### src/ggvc_pkg.sv
package ggvc_pkg;

  // datapath widths
  localparam int XW   = 40;  // cordic x/y and products after scaling
  localparam int ZW   = 21;  // angles, signed Q4.16 radians
  localparam int IDXW = 5;   // cordic step index, table has 17 entries, zero beyond
  localparam int VW   = 18;  // velocity result width

  localparam int ANG_PI      = 205887;
  localparam int ANG_TWO_PI  = 411775;
  localparam int ANG_HALF_PI = 102944;
  localparam int INV_GAIN    = 39797;
  localparam int CLAMP_MAX   = 65536;

  // register reset values
  localparam int RST_MAX_LIN  = 3277;
  localparam int RST_MAX_TURN = 3277;
  localparam int RST_GAIN     = 6554;
  localparam int RST_RADIUS   = 6554;

  typedef enum logic [1:0] {
    KIND_POSE = 2'd0,
    KIND_GOAL = 2'd1,
    KIND_TICK = 2'd2,
    KIND_NONE = 2'd3
  } kind_e;

  typedef enum logic [1:0] {
    REG_MAX_LIN  = 2'd0,
    REG_MAX_TURN = 2'd1,
    REG_GAIN     = 2'd2,
    REG_RADIUS   = 2'd3
  } reg_idx_e;

  typedef enum logic [3:0] {
    S_IDLE, S_PREP, S_VEC, S_MDIST, S_DECIDE, S_MX0, S_ROT,
    S_MC, S_MS, S_MT, S_OUT1, S_OUT2
  } state_e;

  // request to the cordic unit
  typedef struct packed {
    logic start;
    logic rotate;
  } cordic_req_t;

  // round(atan(2^-i) * 2^16)
  function automatic logic signed [ZW-1:0] atan_lut(input logic [IDXW-1:0] i);
    logic signed [ZW-1:0] r;
    case (i)
      5'd0:  r = ZW'(51472);
      5'd1:  r = ZW'(30386);
      5'd2:  r = ZW'(16055);
      5'd3:  r = ZW'(8150);
      5'd4:  r = ZW'(4091);
      5'd5:  r = ZW'(2047);
      5'd6:  r = ZW'(1024);
      5'd7:  r = ZW'(512);
      5'd8:  r = ZW'(256);
      5'd9:  r = ZW'(128);
      5'd10: r = ZW'(64);
      5'd11: r = ZW'(32);
      5'd12: r = ZW'(16);
      5'd13: r = ZW'(8);
      5'd14: r = ZW'(4);
      5'd15: r = ZW'(2);
      5'd16: r = ZW'(1);
      default: r = '0;
    endcase
    return r;
  endfunction

  // symmetric saturation, limit capped at one
  function automatic logic signed [VW-1:0] clampv(input logic signed [XW-1:0] c,
                                                  input logic [16:0] lim);
    logic [16:0] l;
    logic signed [XW-1:0] a;
    logic signed [XW-1:0] r;
    l = (lim > 17'(CLAMP_MAX)) ? 17'(CLAMP_MAX) : lim;
    a = c[XW-1] ? -c : c;
    if (a > $signed({{(XW-17){1'b0}}, l})) a = $signed({{(XW-17){1'b0}}, l});
    r = c[XW-1] ? -a : a;
    return r[VW-1:0];
  endfunction

endpackage

### src/ggvc_if.sv
interface ggvc_in_if;
  logic        valid;
  logic        ready;
  logic [1:0]  kind;
  logic [31:0] pos_x;
  logic [31:0] pos_y;
  logic [15:0] heading;
  modport source (output valid, kind, pos_x, pos_y, heading, input ready);
  modport sink   (input valid, kind, pos_x, pos_y, heading, output ready);
endinterface

interface ggvc_out_if;
  logic        valid;
  logic        ready;
  logic [17:0] vel_x;
  logic [17:0] vel_y;
  logic [17:0] vel_turn;
  logic        arrived;
  logic        last;
  modport source (output valid, vel_x, vel_y, vel_turn, arrived, last, input ready);
  modport sink   (input valid, vel_x, vel_y, vel_turn, arrived, last, output ready);
endinterface

interface ggvc_cfg_if;
  logic        valid;
  logic        ready;
  logic [1:0]  index;
  logic [31:0] data;
  modport source (output valid, index, data, input ready);
  modport sink   (input valid, index, data, output ready);
endinterface

### src/ggvc_mul.sv
// serial shift-add multiplier, one multiplier bit per cycle, result scaled by 2^-16
module ggvc_mul (
  input  logic                            clk_i,
  input  logic                            rst_ni,
  input  logic                            start_i,
  input  logic signed [ggvc_pkg::XW-1:0]  a_i,
  input  logic [15:0]                     b_i,
  output logic                            done_o,
  output logic signed [ggvc_pkg::XW-1:0]  p_o
);
  localparam int PW = ggvc_pkg::XW + 16;

  logic signed [PW-1:0] acc_q, acc_d, a_q, a_d;
  logic [15:0] b_q, b_d;
  logic [3:0]  cnt_q, cnt_d;
  logic        busy_q, busy_d, done_q, done_d;

  // accumulate one partial product per cycle
  always_comb begin
    acc_d  = acc_q;
    a_d    = a_q;
    b_d    = b_q;
    cnt_d  = cnt_q;
    busy_d = busy_q;
    done_d = 1'b0;
    if (start_i) begin
      acc_d  = '0;
      a_d    = PW'(a_i);
      b_d    = b_i;
      cnt_d  = '0;
      busy_d = 1'b1;
    end else if (busy_q) begin
      if (b_q[0]) acc_d = acc_q + a_q;
      a_d   = a_q <<< 1;
      b_d   = b_q >> 1;
      cnt_d = cnt_q + 4'd1;
      if (cnt_q == 4'd15) begin
        busy_d = 1'b0;
        done_d = 1'b1;
      end
    end
  end

  always_ff @(posedge clk_i or negedge rst_ni) begin
    if (!rst_ni) begin
      busy_q <= 1'b0;
      done_q <= 1'b0;
      cnt_q  <= '0;
    end else begin
      busy_q <= busy_d;
      done_q <= done_d;
      cnt_q  <= cnt_d;
    end
  end

  always_ff @(posedge clk_i) begin
    acc_q <= acc_d;
    a_q   <= a_d;
    b_q   <= b_d;
  end

  assign done_o = done_q;
  assign p_o    = acc_q[PW-1:16];
endmodule

### src/ggvc_cordic.sv
// iterative cordic, one micro-rotation per cycle, vectoring or rotation mode
module ggvc_cordic #(
  parameter int CORDIC_STEPS = 16
) (
  input  logic                            clk_i,
  input  logic                            rst_ni,
  input  ggvc_pkg::cordic_req_t           req_i,
  input  logic signed [ggvc_pkg::XW-1:0]  x_i,
  input  logic signed [ggvc_pkg::XW-1:0]  y_i,
  input  logic signed [ggvc_pkg::ZW-1:0]  z_i,
  output logic                            done_o,
  output logic signed [ggvc_pkg::XW-1:0]  x_o,
  output logic signed [ggvc_pkg::XW-1:0]  y_o,
  output logic signed [ggvc_pkg::ZW-1:0]  z_o
);
  localparam int XW = ggvc_pkg::XW;
  localparam int ZW = ggvc_pkg::ZW;
  localparam int IW = ggvc_pkg::IDXW;

  logic signed [XW-1:0] x_q, x_d, y_q, y_d, xs, ys;
  logic signed [ZW-1:0] z_q, z_d, at;
  logic [IW-1:0] cnt_q, cnt_d;
  logic          rot_q, rot_d, busy_q, busy_d, done_q, done_d, up;

  always_comb begin
    x_d    = x_q;
    y_d    = y_q;
    z_d    = z_q;
    cnt_d  = cnt_q;
    rot_d  = rot_q;
    busy_d = busy_q;
    done_d = 1'b0;
    xs     = x_q >>> cnt_q;
    ys     = y_q >>> cnt_q;
    at     = ggvc_pkg::atan_lut(cnt_q);
    up     = rot_q ? z_q[ZW-1] : !y_q[XW-1];
    if (req_i.start) begin
      // coarse pre-rotation into the convergence range
      x_d    = x_i;
      y_d    = y_i;
      z_d    = z_i;
      cnt_d  = '0;
      rot_d  = req_i.rotate;
      busy_d = 1'b1;
      if (!req_i.rotate) begin
        if (x_i[XW-1]) begin
          x_d = -x_i;
          y_d = -y_i;
          z_d = y_i[XW-1] ? -ZW'(ggvc_pkg::ANG_PI) : ZW'(ggvc_pkg::ANG_PI);
        end
      end else if (z_i > ZW'(ggvc_pkg::ANG_HALF_PI)) begin
        x_d = -y_i;
        y_d = x_i;
        z_d = z_i - ZW'(ggvc_pkg::ANG_HALF_PI);
      end else if (z_i < -ZW'(ggvc_pkg::ANG_HALF_PI)) begin
        x_d = y_i;
        y_d = -x_i;
        z_d = z_i + ZW'(ggvc_pkg::ANG_HALF_PI);
      end
    end else if (busy_q) begin
      // micro-rotation
      if (up) begin
        x_d = x_q + ys;
        y_d = y_q - xs;
        z_d = z_q + at;
      end else begin
        x_d = x_q - ys;
        y_d = y_q + xs;
        z_d = z_q - at;
      end
      cnt_d = cnt_q + 1'b1;
      if (cnt_q == IW'(CORDIC_STEPS - 1)) begin
        busy_d = 1'b0;
        done_d = 1'b1;
      end
    end
  end

  always_ff @(posedge clk_i or negedge rst_ni) begin
    if (!rst_ni) begin
      busy_q <= 1'b0;
      done_q <= 1'b0;
      cnt_q  <= '0;
      rot_q  <= 1'b0;
    end else begin
      busy_q <= busy_d;
      done_q <= done_d;
      cnt_q  <= cnt_d;
      rot_q  <= rot_d;
    end
  end

  always_ff @(posedge clk_i) begin
    x_q <= x_d;
    y_q <= y_d;
    z_q <= z_d;
  end

  assign done_o = done_q;
  assign x_o    = x_q;
  assign y_o    = y_q;
  assign z_o    = z_q;
endmodule

### src/go_to_goal_velocity_controller.sv
// Go-to-goal velocity controller. Pose and goal words update the stored state; a
// control tick while the goal is not reached yields a body-frame velocity command
// and, when the distance falls under arrive_radius, a stop word after it. A goal
// word yields a stop word when it lies inside the radius. Pose words are taken in
// the idle state. A goal word takes a vectoring cordic pass plus one serial
// multiply, a tick two cordic passes of one step a cycle and five serial
// multiplies on one shared shift-add multiplier. Output stalls lengthen the work
// on an item. One item is worked at a time; input is taken again once all result
// words have been delivered.
module go_to_goal_velocity_controller #(
  parameter int CORDIC_STEPS = 16
) (
  input  logic              clk_i,
  input  logic              rst_ni,
  ggvc_in_if.sink           in_i,
  ggvc_out_if.source        out_o,
  ggvc_cfg_if.sink          cfg_i
);
  localparam int XW = ggvc_pkg::XW;
  localparam int ZW = ggvc_pkg::ZW;
  localparam int VW = ggvc_pkg::VW;

  ggvc_pkg::state_e state_q, state_d;

  logic [16:0] max_lin_q, max_turn_q;
  logic [15:0] gain_q;
  logic [30:0] radius_q;

  logic signed [31:0] cur_x_q, cur_x_d, cur_y_q, cur_y_d, goal_x_q, goal_x_d;
  logic signed [31:0] goal_y_q, goal_y_d;
  logic signed [15:0] cur_h_q, cur_h_d;
  logic at_goal_q, at_goal_d, tick_q, tick_d, stop_q, stop_d;
  logic signed [XW-1:0] dist_q, dist_d, s_q, s_d;
  logic signed [ZW-1:0] ang_q, ang_d, err_q, err_d;
  logic signed [VW-1:0] vx_q, vx_d, vy_q, vy_d, vt_q, vt_d;
  logic ov_q, ov_d, arr_q, arr_d, last_q, last_d;

  logic signed [32:0] dx, dy;
  logic signed [21:0] wa, wv, wr, we;
  logic [21:0] wav;
  logic stop_now;

  ggvc_pkg::cordic_req_t creq;
  logic signed [XW-1:0] c_x, c_y, co_x, co_y;
  logic signed [ZW-1:0] c_z, co_z;
  logic c_done;

  logic m_start, m_done;
  logic signed [XW-1:0] m_a, m_p;
  logic [15:0] m_b;

  ggvc_cordic #(.CORDIC_STEPS(CORDIC_STEPS)) u_cordic (
    .clk_i, .rst_ni, .req_i(creq), .x_i(c_x), .y_i(c_y), .z_i(c_z),
    .done_o(c_done), .x_o(co_x), .y_o(co_y), .z_o(co_z)
  );

  ggvc_mul u_mul (
    .clk_i, .rst_ni, .start_i(m_start), .a_i(m_a), .b_i(m_b),
    .done_o(m_done), .p_o(m_p)
  );

  // goal offset and heading error wrap
  always_comb begin
    dx  = {goal_x_q[31], goal_x_q} - {cur_x_q[31], cur_x_q};
    dy  = {goal_y_q[31], goal_y_q} - {cur_y_q[31], cur_y_q};
    wa  = {ang_q[ZW-1], ang_q} - {{3{cur_h_q[15]}}, cur_h_q, 3'b000};
    wv  = wa + 22'(ggvc_pkg::ANG_PI);
    wav = wv[21] ? 22'(-wv) : 22'(wv);
    if (wav >= 22'(ggvc_pkg::ANG_TWO_PI)) wav = wav - 22'(ggvc_pkg::ANG_TWO_PI);
    wr  = wv[21] ? -$signed(wav) : $signed(wav);
    we  = wr[21] ? wr + 22'(ggvc_pkg::ANG_PI) : wr - 22'(ggvc_pkg::ANG_PI);
    stop_now = dist_q < $signed({{(XW-31){1'b0}}, radius_q});
  end

  // sequencer
  always_comb begin
    state_d   = state_q;
    cur_x_d   = cur_x_q;
    cur_y_d   = cur_y_q;
    cur_h_d   = cur_h_q;
    goal_x_d  = goal_x_q;
    goal_y_d  = goal_y_q;
    at_goal_d = at_goal_q;
    tick_d    = tick_q;
    stop_d    = stop_q;
    dist_d    = dist_q;
    ang_d     = ang_q;
    err_d     = err_q;
    s_d       = s_q;
    vx_d      = vx_q;
    vy_d      = vy_q;
    vt_d      = vt_q;
    ov_d      = ov_q;
    arr_d     = arr_q;
    last_d    = last_q;
    creq      = '0;
    c_x       = XW'(dx);
    c_y       = XW'(dy);
    c_z       = '0;
    m_start   = 1'b0;
    m_a       = co_x;
    m_b       = 16'(ggvc_pkg::INV_GAIN);
    in_i.ready = (state_q == ggvc_pkg::S_IDLE);
    unique case (state_q)
      ggvc_pkg::S_IDLE: begin
        if (in_i.valid) begin
          case (ggvc_pkg::kind_e'(in_i.kind))
            ggvc_pkg::KIND_POSE: begin
              cur_x_d = in_i.pos_x;
              cur_y_d = in_i.pos_y;
              cur_h_d = in_i.heading;
            end
            ggvc_pkg::KIND_GOAL: begin
              goal_x_d = in_i.pos_x;
              goal_y_d = in_i.pos_y;
              tick_d   = 1'b0;
              state_d  = ggvc_pkg::S_PREP;
            end
            ggvc_pkg::KIND_TICK: begin
              if (!at_goal_q) begin
                tick_d  = 1'b1;
                state_d = ggvc_pkg::S_PREP;
              end
            end
            default: ;
          endcase
        end
      end
      ggvc_pkg::S_PREP: begin
        if (dx == '0 && dy == '0) begin
          dist_d  = '0;
          ang_d   = '0;
          state_d = ggvc_pkg::S_DECIDE;
        end else begin
          creq.start = 1'b1;
          state_d    = ggvc_pkg::S_VEC;
        end
      end
      ggvc_pkg::S_VEC: begin
        if (c_done) begin
          ang_d   = co_z;
          m_start = 1'b1;
          state_d = ggvc_pkg::S_MDIST;
        end
      end
      ggvc_pkg::S_MDIST: begin
        if (m_done) begin
          dist_d  = m_p;
          state_d = ggvc_pkg::S_DECIDE;
        end
      end
      ggvc_pkg::S_DECIDE: begin
        if (!tick_q) begin
          at_goal_d = stop_now;
          if (stop_now) begin
            vx_d = '0; vy_d = '0; vt_d = '0;
            arr_d = 1'b1; last_d = 1'b1; ov_d = 1'b1;
            state_d = ggvc_pkg::S_OUT2;
          end else begin
            state_d = ggvc_pkg::S_IDLE;
          end
        end else begin
          err_d   = we[ZW-1:0];
          stop_d  = stop_now;
          m_a     = dist_q;
          m_start = 1'b1;
          state_d = ggvc_pkg::S_MX0;
        end
      end
      ggvc_pkg::S_MX0: begin
        if (m_done) begin
          creq.start  = 1'b1;
          creq.rotate = 1'b1;
          c_x         = m_p;
          c_y         = '0;
          c_z         = err_q;
          state_d     = ggvc_pkg::S_ROT;
        end
      end
      ggvc_pkg::S_ROT: begin
        if (c_done) begin
          s_d     = co_y;
          m_a     = co_x;
          m_b     = gain_q;
          m_start = 1'b1;
          state_d = ggvc_pkg::S_MC;
        end
      end
      ggvc_pkg::S_MC: begin
        m_a = s_q;
        m_b = gain_q;
        if (m_done) begin
          vx_d    = ggvc_pkg::clampv(m_p, max_lin_q);
          m_start = 1'b1;
          state_d = ggvc_pkg::S_MS;
        end
      end
      ggvc_pkg::S_MS: begin
        m_a = XW'(err_q);
        m_b = gain_q;
        if (m_done) begin
          vy_d    = ggvc_pkg::clampv(m_p, max_lin_q);
          m_start = 1'b1;
          state_d = ggvc_pkg::S_MT;
        end
      end
      ggvc_pkg::S_MT: begin
        if (m_done) begin
          vt_d      = ggvc_pkg::clampv(m_p, max_turn_q);
          arr_d     = 1'b0;
          last_d    = !stop_q;
          ov_d      = 1'b1;
          at_goal_d = stop_q;
          state_d   = ggvc_pkg::S_OUT1;
        end
      end
      ggvc_pkg::S_OUT1: begin
        if (out_o.ready) begin
          if (stop_q) begin
            vx_d = '0; vy_d = '0; vt_d = '0;
            arr_d = 1'b1; last_d = 1'b1;
            state_d = ggvc_pkg::S_OUT2;
          end else begin
            ov_d    = 1'b0;
            state_d = ggvc_pkg::S_IDLE;
          end
        end
      end
      ggvc_pkg::S_OUT2: begin
        if (out_o.ready) begin
          ov_d    = 1'b0;
          state_d = ggvc_pkg::S_IDLE;
        end
      end
      default: state_d = ggvc_pkg::S_IDLE;
    endcase
  end

  always_ff @(posedge clk_i or negedge rst_ni) begin
    if (!rst_ni) begin
      state_q   <= ggvc_pkg::S_IDLE;
      cur_x_q   <= '0;
      cur_y_q   <= '0;
      cur_h_q   <= '0;
      goal_x_q  <= '0;
      goal_y_q  <= '0;
      at_goal_q <= 1'b1;
      tick_q    <= 1'b0;
      ov_q      <= 1'b0;
    end else begin
      state_q   <= state_d;
      cur_x_q   <= cur_x_d;
      cur_y_q   <= cur_y_d;
      cur_h_q   <= cur_h_d;
      goal_x_q  <= goal_x_d;
      goal_y_q  <= goal_y_d;
      at_goal_q <= at_goal_d;
      tick_q    <= tick_d;
      ov_q      <= ov_d;
    end
  end

  always_ff @(posedge clk_i) begin
    stop_q <= stop_d;
    dist_q <= dist_d;
    ang_q  <= ang_d;
    err_q  <= err_d;
    s_q    <= s_d;
    vx_q   <= vx_d;
    vy_q   <= vy_d;
    vt_q   <= vt_d;
    arr_q  <= arr_d;
    last_q <= last_d;
  end

  // configuration registers
  assign cfg_i.ready = 1'b1;
  always_ff @(posedge clk_i or negedge rst_ni) begin
    if (!rst_ni) begin
      max_lin_q  <= 17'(ggvc_pkg::RST_MAX_LIN);
      max_turn_q <= 17'(ggvc_pkg::RST_MAX_TURN);
      gain_q     <= 16'(ggvc_pkg::RST_GAIN);
      radius_q   <= 31'(ggvc_pkg::RST_RADIUS);
    end else if (cfg_i.valid) begin
      unique case (ggvc_pkg::reg_idx_e'(cfg_i.index))
        ggvc_pkg::REG_MAX_LIN:  max_lin_q  <= cfg_i.data[16:0];
        ggvc_pkg::REG_MAX_TURN: max_turn_q <= cfg_i.data[16:0];
        ggvc_pkg::REG_GAIN:     gain_q     <= cfg_i.data[15:0];
        ggvc_pkg::REG_RADIUS:   radius_q   <= cfg_i.data[30:0];
        default: ;
      endcase
    end
  end

  assign out_o.valid    = ov_q;
  assign out_o.vel_x    = vx_q;
  assign out_o.vel_y    = vy_q;
  assign out_o.vel_turn = vt_q;
  assign out_o.arrived  = arr_q;
  assign out_o.last     = last_q;

  // checks
  a_out_state: assert property (@(posedge clk_i) disable iff (!rst_ni)
    out_o.valid |-> (state_q == ggvc_pkg::S_OUT1 || state_q == ggvc_pkg::S_OUT2))
    else $error("result word outside output states");
  a_no_in_busy: assert property (@(posedge clk_i) disable iff (!rst_ni)
    in_i.ready |-> !out_o.valid)
    else $error("input taken while result pending");
  a_stop_zero: assert property (@(posedge clk_i) disable iff (!rst_ni)
    (out_o.valid && out_o.arrived) |-> (out_o.vel_x == '0 && out_o.vel_y == '0 &&
                                        out_o.vel_turn == '0 && out_o.last))
    else $error("stop word not zero");
  a_goal_after_stop: assert property (@(posedge clk_i) disable iff (!rst_ni)
    (out_o.valid && out_o.ready && out_o.arrived) |=> at_goal_q)
    else $error("stop word without at-goal");
endmodule
### src/flat_wrapper.sv
// flat-port wrapper written by rule: the top's interface ports become plain ports
module go_to_goal_velocity_controller_flat 
#(
  parameter int CORDIC_STEPS = 16
)
  (clk_i, rst_ni, in_i_valid, in_i_kind, in_i_pos_x, in_i_pos_y, in_i_heading, in_i_ready, out_o_valid, out_o_vel_x, out_o_vel_y, out_o_vel_turn, out_o_arrived, out_o_last, out_o_ready, cfg_i_valid, cfg_i_index, cfg_i_data, cfg_i_ready);
  ggvc_in_if in_i_i ();
  ggvc_out_if out_o_i ();
  ggvc_cfg_if cfg_i_i ();
  input  logic clk_i;
  input  logic rst_ni;
  input wire logic [$bits(in_i_i.valid)-1:0] in_i_valid;
  input wire logic [$bits(in_i_i.kind)-1:0] in_i_kind;
  input wire logic [$bits(in_i_i.pos_x)-1:0] in_i_pos_x;
  input wire logic [$bits(in_i_i.pos_y)-1:0] in_i_pos_y;
  input wire logic [$bits(in_i_i.heading)-1:0] in_i_heading;
  output wire logic [$bits(in_i_i.ready)-1:0] in_i_ready;
  output wire logic [$bits(out_o_i.valid)-1:0] out_o_valid;
  output wire logic [$bits(out_o_i.vel_x)-1:0] out_o_vel_x;
  output wire logic [$bits(out_o_i.vel_y)-1:0] out_o_vel_y;
  output wire logic [$bits(out_o_i.vel_turn)-1:0] out_o_vel_turn;
  output wire logic [$bits(out_o_i.arrived)-1:0] out_o_arrived;
  output wire logic [$bits(out_o_i.last)-1:0] out_o_last;
  input wire logic [$bits(out_o_i.ready)-1:0] out_o_ready;
  input wire logic [$bits(cfg_i_i.valid)-1:0] cfg_i_valid;
  input wire logic [$bits(cfg_i_i.index)-1:0] cfg_i_index;
  input wire logic [$bits(cfg_i_i.data)-1:0] cfg_i_data;
  output wire logic [$bits(cfg_i_i.ready)-1:0] cfg_i_ready;
  assign in_i_i.valid = in_i_valid;
  assign in_i_i.kind = in_i_kind;
  assign in_i_i.pos_x = in_i_pos_x;
  assign in_i_i.pos_y = in_i_pos_y;
  assign in_i_i.heading = in_i_heading;
  assign in_i_ready = in_i_i.ready;
  assign out_o_valid = out_o_i.valid;
  assign out_o_vel_x = out_o_i.vel_x;
  assign out_o_vel_y = out_o_i.vel_y;
  assign out_o_vel_turn = out_o_i.vel_turn;
  assign out_o_arrived = out_o_i.arrived;
  assign out_o_last = out_o_i.last;
  assign out_o_i.ready = out_o_ready;
  assign cfg_i_i.valid = cfg_i_valid;
  assign cfg_i_i.index = cfg_i_index;
  assign cfg_i_i.data = cfg_i_data;
  assign cfg_i_ready = cfg_i_i.ready;
  go_to_goal_velocity_controller #(.CORDIC_STEPS(CORDIC_STEPS)) u_core (.clk_i(clk_i), .rst_ni(rst_ni), .in_i(in_i_i), .out_o(out_o_i), .cfg_i(cfg_i_i));
endmodule
### config.mk
export PLATFORM = sky130hd
export DESIGN_NAME = go_to_goal_velocity_controller_flat
export DESIGN_NICKNAME = d
export VERILOG_FILES = /design/src/ggvc_pkg.sv /design/src/ggvc_if.sv /design/src/ggvc_mul.sv /design/src/ggvc_cordic.sv /design/src/go_to_goal_velocity_controller.sv /design/src/flat_wrapper.sv
export SDC_FILE = /design/constraint.sdc
export NUM_CORES = 2
export LEC_CHECK = 0
export CAP_MARGIN = 20
export CORE_MARGIN = 2
export CORE_UTILIZATION = 45
export CTS_CLUSTER_SIZE = 24
export DETAILED_ROUTE_END_ITERATION = 6
export DONT_BUFFER_PORTS = 1
export GPL_TIMING_DRIVEN = 0
export PLACE_DENSITY = 0.66
export SYNTH_ARGS = -nofsm -noshare
export SYNTH_HDL_FRONTEND = slang
export SYNTH_SLANG_ARGS = --single-unit
export TNS_END_PERCENT = 50
### constraint.sdc
create_clock -name clk_i -period 9.15 [get_ports clk_i]
set_clock_uncertainty 0.2 [all_clocks]
set_input_delay 1.83 -clock clk_i [delete_from_list [all_inputs] [get_ports clk_i]]
set_output_delay 1.83 -clock clk_i [all_outputs]
set_load 0.02 [all_outputs]
# Word-level counts from Yosys, hierarchy flattened

Memory sizes are Yosys's and may differ from the RTL's.
Index checks and enable logic that the tools add are counted.

ROM bits: 512
Memories kept: 1
Word-level logic and storage cells: 276
Output and inout port bits: 59
Register bits: 654
Bits in writable memories: 0
Bits in latches: 0

Memory list:

| memory           | words | width | rd ports | clocked after Yosys merged registers in | wr ports | RTL line       | source |
|---|---|---|---|---|---|---|---|
| (name not given) | 32    | 16    | 1        | 0                                       | 0        | ggvc_pkg.sv:49 | `case (i)` |

Reductions and logical operators: 38
Bitwise operators: 0
Add/subtract/negate cells: 26
Equality and inequality tests: 36
Multiplexer cells: 129
Multiply operators: 0
Magnitude comparators: 8
Shifts and indexed selects: 2
Div/mod/pow operators: 0

Operator list:

| operator                                                | number |
|---|---|
| 40-bit 2-to-1 mux                                       | 22 |
| 18-bit 2-to-1 mux                                       | 17 |
| 21-bit 2-to-1 mux                                       | 13 |
| 18-bit case mux with 3 select lines                     | 3 |
| 40-bit negator                                          | 3 |
| 40-bit case mux with 3 select lines                     | 1 |
| 56-bit 2-to-1 mux                                       | 2 |
| 40-bit adder                                            | 2 |
| 40-bit by 18-bit > comparator with 1-bit output         | 2 |
| 40-bit case mux with 2 select lines                     | 1 |
| 40-bit by 5-bit >>> shifter with 40-bit output          | 2 |
| 40-bit subtractor                                       | 2 |
| 33-bit logical NOT                                      | 2 |
| 22-bit 2-to-1 mux                                       | 3 |
| 32-bit by 32-bit subtractor with 33-bit output          | 2 |
| 4-bit 2-to-1 mux                                        | 16 |
| 56-bit adder                                            | 1 |
| 18-bit negator                                          | 3 |
| 16-bit 2-to-1 mux                                       | 3 |
| 4-bit case mux with 12 select lines                     | 1 |
| 22-bit negator                                          | 2 |
| 21-bit case mux with 2 select lines                     | 1 |
| 40-bit by 32-bit less-than comparator with 1-bit output | 1 |
| 17-bit > comparator, second input constant              | 2 |
| other kinds (49)                                        | 132 |

# Depth between registers and ports, before layout

Depth after elaboration: 10
Depth in mapped cells: 46
Depth with buffers taken out: 36

# Modules after synthesis

From an unflattened synthesis, not the netlist that was laid out.

Cell total of the unflattened synthesis: 6,978
Area, all modules: 60,598.1 µm²

By module, submodules not included:

| module                         | sequential area each (µm²) | area each (µm²) | cells each | instances |
|---|---|---|---|---|
| go_to_goal_velocity_controller | 11,217.0                   | 28,810.1        | 3,109      | 1 |
| ggvc_cordic                    | 3,233.1                    | 22,900.7        | 2,907      | 1 |
| ggvc_mul                       | 3,433.3                    | 8,887.3         | 962        | 1 |

# Worst setup path after synthesis

No wires, ideal clock.

Path kind: register to register
Start point: register u_core.ang_q[1]
End point: register u_core.err_q[18] (data pin)
Cell stages (with the launch flop): 47
Path buffers: 10
Required time: 8.682 ns
Arrival time: 9.466 ns
Path slack: -0.784 ns
Cells stage by stage: edfxtp_1 inv_1 ha_1 buf_6 inv_1 fa_1 nor2b_1 o21a_1 a311oi_1 a21oi_1 mux2i_1 buf_2 clkbuf_1 clkbuf_1 clkbuf_1 nand2_1 xnor2_1 ha_1 [11 not listed] nand4b_1 or2_1 o41a_1 xor2_1 buf_6 inv_2 buf_2 ha_1 clkbuf_1 a21oi_1 o21bai_1 a21oi_1 inv_1 or3_1 a21boi_1 o211ai_1 mux2_1 xnor2_1

Word-level cells in the longest chain between the ends: 10
Elaborated cells on any way between the ends: 12

RTL lines:

| item                                                                                                               | RTL line                              | source |
|---|---|---|
| start, declared                                                                                                    | go_to_goal_velocity_controller.sv:34  | `logic signed [ZW-1:0] ang_q, ang_d, err_q, err_d;` |
| start signal, assigned                                                                                             | go_to_goal_velocity_controller.sv:266 | `ang_q <= ang_d;` |
| 21-bit by 19-bit subtractor with 22-bit output (*)                                                                 | go_to_goal_velocity_controller.sv:66  | `wa = {ang_q[ZW-1], ang_q} - {{3{cur_h_q[15]}}, cur_h_q, 3'b000};` |
| 22-bit by 19-bit adder with 22-bit output (*)                                                                      | go_to_goal_velocity_controller.sv:67  | `wv = wa + 22'(ggvc_pkg::ANG_PI);` |
| 22-bit negator                                                                                                     | go_to_goal_velocity_controller.sv:68  | `wav = wv[21] ? 22'(-wv) : 22'(wv);` |
| 22-bit 2-to-1 mux                                                                                                  | go_to_goal_velocity_controller.sv:68  |  |
| 22-bit by 19-bit subtractor with 22-bit output or 22-bit by 19-bit >= comparator with 1-bit output (tied branches) | go_to_goal_velocity_controller.sv:69  | `if (wav >= 22'(ggvc_pkg::ANG_TWO_PI)) wav = wav - 22'(ggvc_pkg::ANG_TWO_PI);` |
| 22-bit 2-to-1 mux                                                                                                  | go_to_goal_velocity_controller.sv:69  |  |
| 22-bit negator                                                                                                     | go_to_goal_velocity_controller.sv:70  | `wr = wv[21] ? -$signed(wav) : $signed(wav);` |
| 22-bit 2-to-1 mux (*)                                                                                              | go_to_goal_velocity_controller.sv:70  |  |
| 21-bit by 19-bit subtractor with 21-bit output or 21-bit by 19-bit adder with 21-bit output (tied branches)        | go_to_goal_velocity_controller.sv:71  | `we = wr[21] ? wr + 22'(ggvc_pkg::ANG_PI) : wr - 22'(ggvc_pkg::ANG_PI);` |
| 21-bit 2-to-1 mux (*)                                                                                              | go_to_goal_velocity_controller.sv:71  |  |
| named net u_core.we[18]                                                                                            | go_to_goal_velocity_controller.sv:39  | `logic signed [21:0] wa, wv, wr, we;` |
| end signal, assigned                                                                                               | go_to_goal_velocity_controller.sv:267 | `err_q <= err_d;` |
| end, declared                                                                                                      | go_to_goal_velocity_controller.sv:34  |  |

Mark *: on every way through the listed nets, which the timed path passes. The rest lies on a longest branch.
A chain may end at the register's enable or synchronous reset.

# Worst setup path in the final report

Start point: register u_core.state_q[2]
End point: register u_core.u_cordic.y_q[36] (netlist: u_core.u_cordic.y_o[36]) (data pin)

Word-level cells in the longest chain between the ends: 7
Elaborated cells on any way between the ends: 16

RTL lines:

| item                                                                                      | RTL line                              | source |
|---|---|---|
| start, declared                                                                           | go_to_goal_velocity_controller.sv:23  | `ggvc_pkg::state_e state_q, state_d;` |
| start signal, assigned                                                                    | go_to_goal_velocity_controller.sv:241 | `state_q <= ggvc_pkg::S_IDLE;` |
| start signal, assigned                                                                    | go_to_goal_velocity_controller.sv:251 | `state_q <= state_d;` |
| 4-bit by 3-bit equality test with 1-bit output                                            | go_to_goal_velocity_controller.sv:104 | `unique case (state_q)` |
| 40-bit 2-to-1 mux or 21-bit 2-to-1 mux (tied branches)                                    | go_to_goal_velocity_controller.sv:104 |  |
| 40-bit negator or 21-bit by 18-bit less-than comparator with 1-bit output (tied branches) | ggvc_cordic.sv:57, ggvc_cordic.sv:55  |  |
| 40-bit 2-to-1 mux                                                                         | ggvc_cordic.sv:55                     | `end else if (z_i < -ZW'(ggvc_pkg::ANG_HALF_PI)) begin` |
| 40-bit 2-to-1 mux                                                                         | ggvc_cordic.sv:51                     | `end else if (z_i > ZW'(ggvc_pkg::ANG_HALF_PI)) begin` |
| 40-bit 2-to-1 mux                                                                         | ggvc_cordic.sv:45                     | `if (!req_i.rotate) begin` |
| 40-bit 2-to-1 mux (*)                                                                     | ggvc_cordic.sv:37                     | `if (req_i.start) begin` |
| named net u_core.u_cordic.y_d[36]                                                         | ggvc_cordic.sv:20                     | `logic signed [XW-1:0] x_q, x_d, y_q, y_d, xs, ys;` |
| end signal, assigned                                                                      | ggvc_cordic.sv:95                     | `y_q <= y_d;` |
| end, declared                                                                             | ggvc_cordic.sv:20                     |  |

Marks and branches as above.

==> flow_metrics.tcl <==
set metrics [dict create \
    yosys.area.top_type "edfxtp_1" \
    numCtsBuffers 78 \
    core-area_um2 122000 \
    synthTopCellsByArea "edfxtp_1, dfrtp_1, ha_1, mux2_2, nand2_1" \
    grt_overflow 0 \
    rows 128 \
    cp-end-kind "register" \
    netlist_area_um2 55100 \
    grt_max_degree 247 \
    worst_r2r_startpoint "u_core.state_q[2]$_DFFE_PN0P_" \
    fp.dieW_um 354 \
    h-tree-depth 3 \
    synth_edf_count 352 \
    stdcell_count 8242 \
    ys.warnings.count 0 \
    grt_pass1_vias 49400 \
    worstHoldEndpoint "u_core.s_q[39]$_DFFE_PP_" \
    hpwl_um 188000 \
    synth_seq_area_share_pct 32.5 \
    clkTransAtPathRegs_ns 0.06 \
    rrSetupSlack_ns 0.05 \
    dp_slack_ns -3.12 \
    grt_first_pass_wirelength_um 338000 \
    required_ns 9.36 \
    tns_ns 0 \
    drive_above_1_share_pct 11.2 \
    synth_top_area_share_pct 19.2 \
    multi_input_area_um2 35300 \
    grt.total_usage_pct 36.6 \
    regArea_um2 17900 \
    tritoncts "yes" \
    status "finished with violations" \
    crit_fanout 19 \
    p_leak_uw 0.0242 \
    slew_violations 0 \
    cts.sinks 654 \
    worstSetupPathType "register to register" \
    syn2layout_area_growth_pct 11.1 \
    syn_avg_cell_area_um2 8.61 \
    drt-total-wl_um 237000 \
    period_needed_ns 9.10 \
    portBuffers 0 \
    reg2regPathDepth 25 \
    dieArea_um2 125000 \
    timing.rr.end "u_core.u_cordic.y_o[36]$_DFFE_PP_" \
    vdd_drop_max_mv 0.144 \
    postCtsHoldBufs 0 \
    mostFrequentLayoutCells "nand2_1, nor2_1, a21oi_1" \
    pwr_density_cell_nw_per_um2 110 \
    gp_congestion 1.07 \
    holdPathStages 0 \
    final_common_cell "nand2_1" \
    start_kind "register" \
    remaining_drc_errors 12 \
    hold_start "u_core.u_cordic.y_o[39]$_DFFE_PP_" \
    syn_inst 6401 \
    root_buffer "clkbuf_16" \
    worstMarginPinSlew_ns 1.30 \
    rsz0062_at_grt "true" \
    firstDrtPassIters 7 \
    dp.cells 8043 \
    viasPerCell 6.38 \
    min_period_over_period_pct 99.4 \
    drt-initial-drc-count 6243 \
    finalSetupViolations 0 \
    relSlewSlack_pct 13.6 \
    fillers 11600 \
    fmax_ghz 0.110 \
    vias 52600 \
    routedWlPerCell_um 28.8 \
    start_util_pct 45.3 \
    syn_nets 6885 \
    hold_viol_final 0 \
    clockBufferDepth 3 \
    nets 7018 \
    hold_path_class "register to register" \
    synth_top_flop_cell "edfxtp_1" \
    ys_ff_latch 654 \
    fin_ws_ns 0.0530 \
    die_y_um 354 \
    synthArstFlopShare_pct 37.6 \
    cp_data_arrival_time_ns 9.31 \
    maxCapViolations 0 \
    violations "design-rule violations" \
    antenna_found_initial 25 \
    yosysUniqueCellTypes 110 \
    ios 180 \
    antenna_left 0 \
    clk_latency_ns 0.71 \
    worst_hold_slack_ns 0.255 \
]
what timing repair did:
| item | 4_1_cts | 5_1_grt |
|---|---|---|
| pin swaps | 15 | 20 |
| endpoints found under the setup margin | 171 | 39 |
| setup buffers | 21 | 25 |
| gates cloned | 0 | 2 |
| gates resized for setup | 106 | 85 |
synth_stat cells (48+ instances only):
| library cell | count |
|---|---|
| o21a_1 | 71 |
| clkbuf_1 | 305 |
| mux2_2 | 250 |
| edfxtp_1 | 352 |
| ha_1 | 356 |
| xnor2_1 | 301 |
| nor2b_1 | 60 |
| mux2i_1 | 86 |
| nor4_1 | 54 |
| or3_1 | 49 |
| and2_1 | 86 |
| nand3_1 | 160 |
| dfxtp_1 | 56 |
| nand4_1 | 53 |
| and3_1 | 57 |
| a222oi_1 | 48 |
| a21o_1 | 109 |
| a31oi_1 | 91 |
| nand2_1 | 721 |
| nor3_1 | 138 |
| inv_1 | 292 |
| nor2_1 | 567 |
| a211oi_1 | 54 |
| nand2b_1 | 60 |
| a21oi_1 | 531 |
| xor2_1 | 192 |
| o21ai_0 | 413 |
| dfrtp_1 | 217 |
| mux4_2 | 60 |
worst max-delay path, cell delays in order, from the launching register on:
cell and delay (ns):
dfrtp_1 0.55, nor2b_1 0.22, clkbuf_1 0.20, nand3_1 0.35, buf_2 0.48, clkbuf_2 0.43
clkbuf_2 0.42, clkbuf_4 0.44, clkbuf_2 0.39, buf_2 0.39, mux2i_1 0.24, ha_1 0.30
nand2_1 0.19, a21oi_1 0.41, nand4_1 0.30, nor2_2 0.40, nand4_1 0.24, nor4_4 0.50
nand4_1 0.31, nor4_4 0.38, and3_1 0.21, clkbuf_1 0.28, nand2_1 0.11, xor2_1 0.17
a221oi_2 0.52, mux2i_1 0.16
kinds of logic (layout without fill, tap and decap cells):
kind of cell               count (synthesis)  in the layout  synth area share (%)
AOI/OAI and AO/OA                       1704           1704                  19.4
xor gates and xnor gates                 493            493                  7.84
adders and majority gates                364            364                  8.36
buffers and inverters                    654            853                  4.57
DFF                                      654            654                  32.5
muxes                                    399            399                  9.23
other                                      1             18               0.00681
and+or+nand+nor                         2132           2132                  18.1
area by class of cell:
type                    instances  area share (%)
flip-flops and latches        654            29.2
plain buffers                 342            2.43
multi-input cells            5093            57.6
repair buffers                 70            1.18
clock inverters                34           0.709
well taps                    1625            3.32
clock buffers                 112            3.65
diodes                         17          0.0695
inverters                     295            1.81
power breakdown:
group	total, µW	leakage (µW)	switching [µW]	internal, µW
clock network	3270	0.00129	1380	1890
registers	3210	0.00607	46.8	3160
logic	281	0.0168	150	131
total	6760	0.0242	1570	5190
flip-flops by register name (all words and copies together), names as in the netlist, 17 cells and up:
signal,cells
u_core.goal_y_q,32
u_core.u_cordic.z_o,21
u_core.goal_x_q,32
u_core.out_o.vel_x,18
u_core.out_o.vel_turn,18
u_core.u_mul.acc_q,56
u_core.u_mul.a_q,56
u_core.radius_q,31
u_core.u_cordic.x_o,40
u_core.max_lin_q,17
u_core.out_o.vel_y,18
u_core.cur_y_q,32
u_core.ang_q,21
u_core.dist_q,40
u_core.max_turn_q,17
u_core.u_cordic.y_o,40
u_core.s_q,40
u_core.err_q,21
u_core.cur_x_q,32
worst max path at each step:
stage,endpoint,cells past startpoint,start,slack (ns)
after floorplan,u_core.err_q[18]$_DFFE_PP_,46,u_core.ang_q[1]$_SDFFCE_PN0P_,0.0003
after CTS,u_core.u_cordic.y_o[36]$_DFFE_PP_,31,u_core.u_cordic.cnt_q[0]$_DFFE_PN0P_,-0.07
after global placement,u_core.u_cordic.y_o[36]$_DFFE_PP_,27,u_core.state_q[2]$_DFFE_PN0P_,-3.23
after detailed placement,u_core.u_cordic.y_o[36]$_DFFE_PP_,27,u_core.state_q[2]$_DFFE_PN0P_,-3.12
after global routing,u_core.err_q[20]$_DFFE_PP_,43,u_core.ang_q[1]$_SDFFCE_PN0P_,-0.05
final,u_core.u_cordic.y_o[36]$_DFFE_PP_,25,u_core.state_q[2]$_DFFE_PN0P_,0.05
layer usage:
layer	vias to the layer above	part of all wire [%]	wire (µm)	global-route usage [%]
met1	25400	38	91100	46.1
met4	10	7.0	16500	22.2
met3	677	11	25100	8.41
li1	23600	-	-	-
met5	-	0.027	64	0
met2	2967	44	104000	57.1
through the flow:
step / total power (µW) / utilization [%] / cell area (µm²)
after global placement: 3540 / 47.0 / 57200
after floorplan: 3460 / - / 55100
final: 6760 / 50.3 / 61200
after CTS: 6780 / 49.9 / 60700
after global routing: 6940 / 50.3 / 61200
after detailed placement: 3550 / 47.2 / 57500
Power figures use the tool's default switching activity.
